File: src/lfu_pkg.sv
// ----------------------------------------------------------------------------
// lfu_pkg
// Shared sizes, mode codes and controller/datapath interface types for the
// LFU block cache tag engine.
// ----------------------------------------------------------------------------
package lfu_pkg;

    localparam int ENTRIES    = 16;
    localparam int COUNT_BITS = 16;

    localparam int IDX_BITS   = (ENTRIES > 1) ? $clog2(ENTRIES) : 1;
    localparam int OCC_BITS   = $clog2(ENTRIES + 1);
    localparam int CAP_BITS   = 5;
    localparam int CMP_BITS   = (OCC_BITS > CAP_BITS) ? OCC_BITS : CAP_BITS;
    localparam int FILE_BITS  = 16;
    localparam int OFF_BITS   = 48;
    localparam int SLOT_BITS  = 4;
    localparam int UCNT_BITS  = 16;

    localparam logic [CAP_BITS-1:0] CAP_RESET = CAP_BITS'(16);

    localparam logic CMD_LOOKUP = 1'b0;
    localparam logic CMD_INSERT = 1'b1;

    typedef logic [1:0] mode_t;
    localparam mode_t MODE_MATCH = 2'd0;   // lookup: oldest matching tag
    localparam mode_t MODE_MIN   = 2'd1;   // insert: victim with lowest count
    localparam mode_t MODE_FREE  = 2'd2;   // insert: lowest free entry

    typedef struct packed {
        logic  load;
        logic  clear;
        logic  scan_en;
        logic  exec;
        mode_t mode;
    } dp_cmd_t;

    typedef struct packed {
        logic scan_last;
        logic found;
        logic evict_needed;
    } dp_stat_t;

    function automatic logic [SLOT_BITS-1:0] to_slot(input logic [IDX_BITS-1:0] idx);
        logic [31:0] t;
        t = 32'(idx);
        return t[SLOT_BITS-1:0];
    endfunction

    function automatic logic [UCNT_BITS-1:0] to_ucnt(input logic [COUNT_BITS-1:0] c);
        logic [31:0] t;
        t = 32'(c);
        return t[UCNT_BITS-1:0];
    endfunction

endpackage

File: src/lfu_ctrl.sv
// ----------------------------------------------------------------------------
// lfu_ctrl
// Sequencer: picks the scan mode per request, steps the entry scan and
// triggers the final update cycle.
// ----------------------------------------------------------------------------
module lfu_ctrl (
    input  logic             clk,
    input  logic             rst_n,
    input  logic             start,
    input  logic             cmd,
    input  lfu_pkg::dp_stat_t stat,
    output lfu_pkg::dp_cmd_t  dp_cmd,
    output logic             busy
);
    import lfu_pkg::*;

    localparam logic [1:0] S_IDLE   = 2'd0;
    localparam logic [1:0] S_SCAN   = 2'd1;
    localparam logic [1:0] S_FINISH = 2'd2;

    logic [1:0] state_reg, state_next;
    mode_t      mode_reg, mode_next;

    always_ff @(posedge clk or negedge rst_n)
    begin
        if (!rst_n)
        begin
            state_reg <= S_IDLE;
            mode_reg  <= MODE_MATCH;
        end
        else
        begin
            state_reg <= state_next;
            mode_reg  <= mode_next;
        end
    end

    always_comb
    begin
        state_next     = state_reg;
        mode_next      = mode_reg;
        dp_cmd.load    = 1'b0;
        dp_cmd.clear   = 1'b0;
        dp_cmd.scan_en = 1'b0;
        dp_cmd.exec    = 1'b0;
        dp_cmd.mode    = mode_reg;
        unique case (state_reg)
            S_IDLE:
            begin
                if (start)
                begin
                    dp_cmd.load = 1'b1;
                    if (cmd == CMD_INSERT)
                        mode_next = stat.evict_needed ? MODE_MIN : MODE_FREE;
                    else
                        mode_next = MODE_MATCH;
                    state_next = S_SCAN;
                end
            end
            S_SCAN:
            begin
                dp_cmd.scan_en = 1'b1;
                if (stat.scan_last)
                    state_next = S_FINISH;
            end
            S_FINISH:
            begin
                // no valid victim found: fall back to a free-entry scan
                if (mode_reg == MODE_MIN && !stat.found)
                begin
                    dp_cmd.clear = 1'b1;
                    mode_next    = MODE_FREE;
                    state_next   = S_SCAN;
                end
                else
                begin
                    dp_cmd.exec = 1'b1;
                    state_next  = S_IDLE;
                end
            end
            default:
            begin
                state_next = S_IDLE;
            end
        endcase
    end

    assign busy = (state_reg != S_IDLE);

`ifndef NO_ASSERTIONS
    a_scan_holds: assert property (@(posedge clk) disable iff (!rst_n)
        (state_reg == S_SCAN && !stat.scan_last) |=> (state_reg == S_SCAN))
        else $error("scan left before last entry");
    a_start_scans: assert property (@(posedge clk) disable iff (!rst_n)
        (start && !busy) |=> (state_reg == S_SCAN))
        else $error("accepted request did not start a scan");
`endif

endmodule

File: src/lfu_dp.sv
// ----------------------------------------------------------------------------
// lfu_dp
// Tag store, use counts, age ranks and occupancy, with the per-entry scan
// unit and the result registers.
// ----------------------------------------------------------------------------
module lfu_dp (
    input  logic                              clk,
    input  logic                              rst_n,
    input  lfu_pkg::dp_cmd_t                  dp_cmd,
    output lfu_pkg::dp_stat_t                 stat,
    input  logic [lfu_pkg::FILE_BITS-1:0]     file_id,
    input  logic [lfu_pkg::OFF_BITS-1:0]      block_offset,
    input  logic                              cfg_valid,
    input  logic [lfu_pkg::CAP_BITS-1:0]      cfg_data,
    output logic                              done,
    output logic                              hit,
    output logic [lfu_pkg::SLOT_BITS-1:0]     slot,
    output logic [lfu_pkg::UCNT_BITS-1:0]     use_count,
    output logic                              evicted,
    output logic [lfu_pkg::FILE_BITS-1:0]     victim_file_id,
    output logic [lfu_pkg::OFF_BITS-1:0]      victim_offset
);
    import lfu_pkg::*;

    localparam logic [IDX_BITS-1:0]   LAST_IDX  = IDX_BITS'(ENTRIES - 1);
    localparam logic [COUNT_BITS-1:0] COUNT_MAX = {COUNT_BITS{1'b1}};
    localparam logic [COUNT_BITS-1:0] COUNT_ONE = COUNT_BITS'(1);

    // entry store
    logic [ENTRIES-1:0]    entry_valid_reg;
    logic [FILE_BITS-1:0]  entry_file_reg   [ENTRIES];
    logic [OFF_BITS-1:0]   entry_offset_reg [ENTRIES];
    logic [COUNT_BITS-1:0] entry_count_reg  [ENTRIES];
    logic [IDX_BITS-1:0]   entry_rank_reg   [ENTRIES];
    logic [OCC_BITS-1:0]   occ_reg;
    logic [CAP_BITS-1:0]   cap_reg;

    // request and scan state
    logic [FILE_BITS-1:0]  req_file_reg;
    logic [OFF_BITS-1:0]   req_off_reg;
    logic [IDX_BITS-1:0]   scan_idx_reg;
    logic                  found_reg;
    logic [IDX_BITS-1:0]   sel_reg;
    logic [COUNT_BITS-1:0] best_cnt_reg;
    logic [IDX_BITS-1:0]   best_rank_reg;

    // result registers
    logic                  done_reg;
    logic                  hit_reg;
    logic [SLOT_BITS-1:0]  slot_reg;
    logic [UCNT_BITS-1:0]  use_count_reg;
    logic                  evicted_reg;
    logic [FILE_BITS-1:0]  victim_file_reg;
    logic [OFF_BITS-1:0]   victim_off_reg;

    logic [IDX_BITS-1:0]   rd_idx;
    logic                  rd_valid;
    logic [FILE_BITS-1:0]  rd_file;
    logic [OFF_BITS-1:0]   rd_off;
    logic [COUNT_BITS-1:0] rd_cnt;
    logic [IDX_BITS-1:0]   rd_rank;
    logic                  take;
    logic [COUNT_BITS-1:0] cnt_inc;
    logic [CMP_BITS-1:0]   cap_w, occ_w, eff_cap;
    logic                  is_evict;

    assign rd_idx   = dp_cmd.exec ? sel_reg : scan_idx_reg;
    assign rd_valid = entry_valid_reg[rd_idx];
    assign rd_file  = entry_file_reg[rd_idx];
    assign rd_off   = entry_offset_reg[rd_idx];
    assign rd_cnt   = entry_count_reg[rd_idx];
    assign rd_rank  = entry_rank_reg[rd_idx];

    assign cnt_inc  = (rd_cnt == COUNT_MAX) ? rd_cnt : rd_cnt + COUNT_ONE;
    assign is_evict = (dp_cmd.mode == MODE_MIN);

    always_comb
    begin
        cap_w = CMP_BITS'(cap_reg);
        occ_w = CMP_BITS'(occ_reg);
        priority if (cap_reg == '0)
            eff_cap = CMP_BITS'(1);
        else if (cap_w > CMP_BITS'(ENTRIES))
            eff_cap = CMP_BITS'(ENTRIES);
        else
            eff_cap = cap_w;
    end

    // does the entry under the scan pointer beat the best so far
    always_comb
    begin
        unique case (dp_cmd.mode)
            MODE_MATCH:
                take = rd_valid && rd_file == req_file_reg && rd_off == req_off_reg &&
                       (!found_reg || rd_rank < best_rank_reg);
            MODE_MIN:
                take = rd_valid && (!found_reg || rd_cnt < best_cnt_reg ||
                       (rd_cnt == best_cnt_reg && rd_rank < best_rank_reg));
            MODE_FREE:
                take = !rd_valid && !found_reg;
            default:
                take = 1'b0;
        endcase
    end

    assign stat.scan_last    = (scan_idx_reg == LAST_IDX);
    assign stat.found        = found_reg;
    assign stat.evict_needed = (occ_w >= eff_cap) && (occ_w != '0);

    always_ff @(posedge clk)
    begin
        if (dp_cmd.load)
        begin
            req_file_reg <= file_id;
            req_off_reg  <= block_offset;
        end
    end

    // scan pointer and running best
    always_ff @(posedge clk or negedge rst_n)
    begin
        if (!rst_n)
        begin
            scan_idx_reg <= '0;
            found_reg    <= 1'b0;
        end
        else if (dp_cmd.load || dp_cmd.clear)
        begin
            scan_idx_reg <= '0;
            found_reg    <= 1'b0;
        end
        else if (dp_cmd.scan_en)
        begin
            scan_idx_reg <= stat.scan_last ? '0 : scan_idx_reg + IDX_BITS'(1);
            if (take)
                found_reg <= 1'b1;
        end
    end

    always_ff @(posedge clk)
    begin
        if (dp_cmd.scan_en && take)
        begin
            sel_reg       <= scan_idx_reg;
            best_cnt_reg  <= rd_cnt;
            best_rank_reg <= rd_rank;
        end
    end

    // config register and control part of the entry store
    always_ff @(posedge clk or negedge rst_n)
    begin
        if (!rst_n)
        begin
            cap_reg         <= CAP_RESET;
            occ_reg         <= '0;
            entry_valid_reg <= '0;
            done_reg        <= 1'b0;
        end
        else
        begin
            done_reg <= dp_cmd.exec;
            if (cfg_valid)
                cap_reg <= cfg_data;
            if (dp_cmd.exec && dp_cmd.mode != MODE_MATCH && found_reg)
            begin
                entry_valid_reg[sel_reg] <= 1'b1;
                if (!is_evict)
                    occ_reg <= occ_reg + OCC_BITS'(1);
            end
        end
    end

    // payload part of the entry store
    always_ff @(posedge clk)
    begin
        if (dp_cmd.exec && found_reg)
        begin
            if (dp_cmd.mode == MODE_MATCH)
                entry_count_reg[sel_reg] <= cnt_inc;
            else
            begin
                if (is_evict)
                begin
                    for (int i = 0; i < ENTRIES; i++)
                    begin
                        if (entry_valid_reg[i] && entry_rank_reg[i] > rd_rank)
                            entry_rank_reg[i] <= entry_rank_reg[i] - IDX_BITS'(1);
                    end
                end
                entry_file_reg[sel_reg]   <= req_file_reg;
                entry_offset_reg[sel_reg] <= req_off_reg;
                entry_count_reg[sel_reg]  <= COUNT_ONE;
                // youngest rank: occupancy after any eviction
                entry_rank_reg[sel_reg]   <= is_evict ? IDX_BITS'(occ_reg - OCC_BITS'(1))
                                                      : IDX_BITS'(occ_reg);
            end
        end
    end

    always_ff @(posedge clk)
    begin
        if (dp_cmd.exec)
        begin
            hit_reg         <= 1'b0;
            slot_reg        <= '0;
            use_count_reg   <= '0;
            evicted_reg     <= 1'b0;
            victim_file_reg <= '0;
            victim_off_reg  <= '0;
            if (found_reg)
            begin
                slot_reg <= to_slot(sel_reg);
                if (dp_cmd.mode == MODE_MATCH)
                begin
                    hit_reg       <= 1'b1;
                    use_count_reg <= to_ucnt(cnt_inc);
                end
                else
                begin
                    use_count_reg <= to_ucnt(COUNT_ONE);
                    if (is_evict)
                    begin
                        evicted_reg     <= 1'b1;
                        victim_file_reg <= rd_file;
                        victim_off_reg  <= rd_off;
                    end
                end
            end
        end
    end

    assign done           = done_reg;
    assign hit            = hit_reg;
    assign slot           = slot_reg;
    assign use_count      = use_count_reg;
    assign evicted        = evicted_reg;
    assign victim_file_id = victim_file_reg;
    assign victim_offset  = victim_off_reg;

`ifndef NO_ASSERTIONS
    a_occ_tracks_valid: assert property (@(posedge clk) disable iff (!rst_n)
        OCC_BITS'($countones(entry_valid_reg)) == occ_reg)
        else $error("occupancy out of step with valid entries");
    a_insert_sets_valid: assert property (@(posedge clk) disable iff (!rst_n)
        (dp_cmd.exec && found_reg && dp_cmd.mode != MODE_MATCH)
        |=> entry_valid_reg[$past(sel_reg)])
        else $error("insert did not leave its slot valid");
    a_hit_count: assert property (@(posedge clk) disable iff (!rst_n)
        (done_reg && hit_reg) |-> (!evicted_reg && use_count_reg != '0))
        else $error("lookup hit with bad count or eviction");
`endif

endmodule

File: src/lfu_block_cache_tags.sv
// ----------------------------------------------------------------------------
// lfu_block_cache_tags
// Tag and LFU replacement engine for a fully associative block cache.
// ----------------------------------------------------------------------------
// Timing: done pulses after the start transfer, once one sequential scan
//   over the entry store and the finish state have run (done is registered).
// Throughput: one request at a time, busy until done; a new start is taken in the
//   cycle done is high. An eviction always finds a valid victim, so no rescan.
// Reset: all entries invalid, occupancy 0, capacity 16; results never stall.
module lfu_block_cache_tags (
    input  logic                              clk,
    input  logic                              rst_n,
    input  logic                              start,
    output logic                              busy,
    input  logic                              cmd,
    input  logic [lfu_pkg::FILE_BITS-1:0]     file_id,
    input  logic [lfu_pkg::OFF_BITS-1:0]      block_offset,
    output logic                              done,
    output logic                              hit,
    output logic [lfu_pkg::SLOT_BITS-1:0]     slot,
    output logic [lfu_pkg::UCNT_BITS-1:0]     use_count,
    output logic                              evicted,
    output logic [lfu_pkg::FILE_BITS-1:0]     victim_file_id,
    output logic [lfu_pkg::OFF_BITS-1:0]      victim_offset,
    input  logic                              cfg_valid,
    output logic                              cfg_ready,
    input  logic [lfu_pkg::CAP_BITS-1:0]      cfg_data
);
    import lfu_pkg::*;

    dp_cmd_t  dp_cmd;
    dp_stat_t stat;

    assign cfg_ready = 1'b1;

    lfu_ctrl u_ctrl (
        .clk    (clk),
        .rst_n  (rst_n),
        .start  (start),
        .cmd    (cmd),
        .stat   (stat),
        .dp_cmd (dp_cmd),
        .busy   (busy)
    );

    lfu_dp u_dp (
        .clk            (clk),
        .rst_n          (rst_n),
        .dp_cmd         (dp_cmd),
        .stat           (stat),
        .file_id        (file_id),
        .block_offset   (block_offset),
        .cfg_valid      (cfg_valid),
        .cfg_data       (cfg_data),
        .done           (done),
        .hit            (hit),
        .slot           (slot),
        .use_count      (use_count),
        .evicted        (evicted),
        .victim_file_id (victim_file_id),
        .victim_offset  (victim_offset)
    );

endmodule
File: config.mk
export PLATFORM = sky130hd
export DESIGN_NAME = lfu_block_cache_tags
export DESIGN_NICKNAME = d
export VERILOG_FILES = /design/src/lfu_pkg.sv /design/src/lfu_ctrl.sv /design/src/lfu_dp.sv /design/src/lfu_block_cache_tags.sv
export SDC_FILE = /design/constraint.sdc
export NUM_CORES = 2
export LEC_CHECK = 0
export ABC_CLOCK_PERIOD_IN_PS = 14400
export BUFFER_PORTS_ARGS = -buffer_cell sky130_fd_sc_hd__buf_4
export CORE_AREA = 5 5 471 287
export CTS_BUF_LIST = sky130_fd_sc_hd__clkbuf_16
export DETAILED_ROUTE_END_ITERATION = 8
export DIE_AREA = 0 0 476 292
export PLACE_DENSITY_LB_ADDON = 0.08
export SETUP_SLACK_MARGIN = 0.05
export SYNTH_ARGS = -nofsm -noshare
export SYNTH_HDL_FRONTEND = slang
export SYNTH_HIERARCHICAL = 1
export SYNTH_SLANG_ARGS = --single-unit
export TNS_END_PERCENT = 20
File: constraint.sdc
create_clock -name clk -period 14.4 [get_ports clk]
set_input_delay 2.16 -clock clk [delete_from_list [all_inputs] [get_ports clk]]
set_output_delay 2.16 -clock clk [all_outputs]
set_load 0.1 [all_outputs]
==> flow_summary.yaml <==
yosys:
  syn_nets: 4048
  synth_compound_area_share_pct: 4.28
  synthXorXnorAreaFrac_pct: 1.20
  synth_top_area_cell: "edfxtp_1"
  ys_async_sr_fraction_pct: 2.32
  synthTopCellsByArea: "edfxtp_1 70%, mux4_2 7.0%, mux2i_1 3.5%"
  synth_top_area_share_pct: 70.4
  synth_top_family_by_area: "multiplexers"
  netlist_area_sq_um: 64700
  yosys_warnings: 6
  synth_simple_gate_area_share_pct: 7.14
  seq_area_frac_synth_pct: 71.8
  synthCells: 3865
  muxShareOfSynthArea_pct: 11.3
  ys.flop_type: "edfxtp_1"
  synth_edf_count: 1518
  syn-mean-instance-area_sq_um: 16.7
  ys_types: 93
  ys_seq_elements: 1554
  netlist_top_cells_count: "1,518 x edfxtp_1, 424 x nand2_1, 226 x mux2i_1, 202 x mux4_2, 160 x nor2_1"
  yosys.area_share.adder_pct: 2.11
  synth_most_common_cell: "edfxtp_1"
final_layout:
  diodes: 0
  fillers: 10300
  stdcell_count: 5932
  drive_gt1_share_pct: 18.6
  area_growth_pct: 12.2
  largest_reg_flops: 768
  fin_util_pct: 55.7
  fin_nets: 4281
route:
  vias: 36900
  drt-initial-drc-count: 5372
  drcViolationCount: 0
  drtAntennaViolNets: 0
  drtPass1Iterations: 5
  routedWlPerCell_um: 31.5
  post_drt_via_cell_ratio: 6.23
  wl_mm: 187
die:
  initial_core_util_pct: 49.6
  pin_count: 163
  rows: 103
  fp.dieArea_sq_um: 139000
  coreArea_sq_um: 130000
  die_y_um: 292
  fp.dieW_um: 476
timing:
  slew_headroom_pct: 6.53
  hold_violations: 0
  hold_slack_ps: 508
  tns_ps: 0
  period_share_pct: 62.2
  tightest_slew_ps: 1400
  drv_slew: 0
  fin_crit_ps: 8960
  finClkSkew_ps: 29.3
  rsz0062_at_grt: "no"
  setup-violations-final: 0
  fmax_mhz: 112
pwr:
  p_seq_share_pct: 39.9
  power_frac_comb_pct: 33.4
  power.density_nw_per_um2: 191
  power_switching_mw: 4.90
  swShare_pct: 35.3
  pwr-share-clk_pct: 26.7
  p_int_mw: 8.99
  ir_worst_vdd_uv: 138
  leakage_nw: 24.5
setup_path:
  end_kind: "flip-flop"
  slowest_delay_ps: 960
  crit_arrival_ps: 9320
  cpMaxStageDelayCell: "nand2_1"
  crit_buf_inv: 4
  crit_path_cell_trace: "nand2b_2 -> nor2_4 -> buf_4 -> buf_4 -> mux2_8 -> buf_12 -> buf_4 -> mux4_1 -> a22o_1 -> a211oi_1 -> xnor2_1 -> a2111oi_2 -> nand4_1 -> nor4_2 -> nand4_1 -> nand2_1"
  crit_top_cell: "buf_4"
  cp-start-kind: "flip-flop"
  path_class: "flip-flop to flip-flop"
  required_ps: 14770
  crit_fanout: 76
  crit_family: "simple AND/OR/NAND/NOR gates"
placement:
  portBuffers: 161
  gp_congestion: 0.840
  dp_cells: 5682
  hpwl_mm: 109
grt:
  grt_pass1_vias: 35200
  grt_pass1_wl_mm: 265
  antenna_found_initial: 5
  grt_usage_pct: 26.7
  grt_overflow: 0
  grt_max_degree: 108
clock_network:
  cts_setup_buffers: 0
  cts-buffers-inserted: 146
  h-tree-depth: 4
  tritoncts: "built"
  clk_pin_slew_ps: 70
  cts_num_sinks: 1554
  clock_path_buffers: 3
  cts-hold-fix-buffers: 0
  clk_latency_ps: 770
  post_cts_resized: 0
  clock-root-buffer: "clkbuf_16"
run_status:
  outcome: "completed"
min_path:
  hp-class: "flip-flop to flip-flop"
flow_run:
  cap_violations: 0
## power groups by stage
stage                     clock [mW]  combinational (mW)  sequential [mW]
after floorplan                    0                3.04             5.60
after global placement             0                4.52             5.63
after detailed placement           0                4.54             5.64
after CTS                       3.77                4.56             5.54
after global routing            3.96                4.96             5.55
final                           3.71                4.64             5.54
## metal layers
layer	track usage (%)	up-vias	share of wire [%]
met5	0	-	0.0070
met4	6.53	2	2.0
met3	7.14	222	11
met2	35.6	1829	41
met1	43.4	19300	46
li1	-	15600	-
## cell families after synthesis
| group | count (synthesis) |
|---|---|
| DFF | 1554 |
| and+or+nand+nor | 995 |
| muxes | 458 |
| AOI/OAI and AO/OA | 405 |
| buffers and inverters | 254 |
| adders and majority gates | 109 |
| xor gates and xnor gates | 89 |
| other | 1 |
## final timing paths
path,from,endpoint,slack (ps),cells past startpoint
min,u_dp/entry_valid_reg[12],u_dp/entry_valid_reg[12],510,1
min reg2reg,u_dp/entry_valid_reg[12],u_dp/entry_valid_reg[12],510,1
max,u_ctrl/state_reg[0],u_dp/sel_reg[0],5440,16
max reg2reg,u_ctrl/state_reg[0],u_dp/sel_reg[0],5440,16
min in group asynchronous,rst_n,u_dp/entry_valid_reg[8],1390,1
max in group asynchronous,rst_n,u_dp/occ_reg[1],12590,1
## placed cells by master, fill, tap and decap left out, drive strengths merged, types with 32 or more instances in the layout
cell type,netlist,final
nand2,424,424
ha,109,109
and2,34,34
dfrtp,35,35
a21oi,89,89
nor3,39,39
clkbuf,55,149
o22ai,41,41
o21ai,74,74
buf,126,266
mux4,211,211
inv,73,112
nor2,163,163
nand3,148,148
xnor2,57,57
mux2i,229,229
nand4,53,53
edfxtp,1518,1518
clkinv,0,48
xor2,32,32
## metrics by stage
step / total power, mW / instance area (sq um) / setup slack [ps]
floorplan: 8.64 / 64700 / 3120
global placement: 10.2 / 68200 / 5500
detailed placement: 10.2 / 68200 / 5390
CTS: 13.9 / 72600 / 5360
global route: 14.5 / 72600 / 5000
finish: 13.9 / 72600 / 5440
## layout make-up
class	count	area, sq um	share of cell area, %
multi-input cells	2057	17200	23.7
well taps	1732	2170	2.98
clock buffers	149	3730	5.13
repair buffers	266	2060	2.84
flip-flops and latches	1554	46500	64.0
inverters	73	277	0.381
clock inverters	101	734	1.01
(Power assumes the default switching activity.)
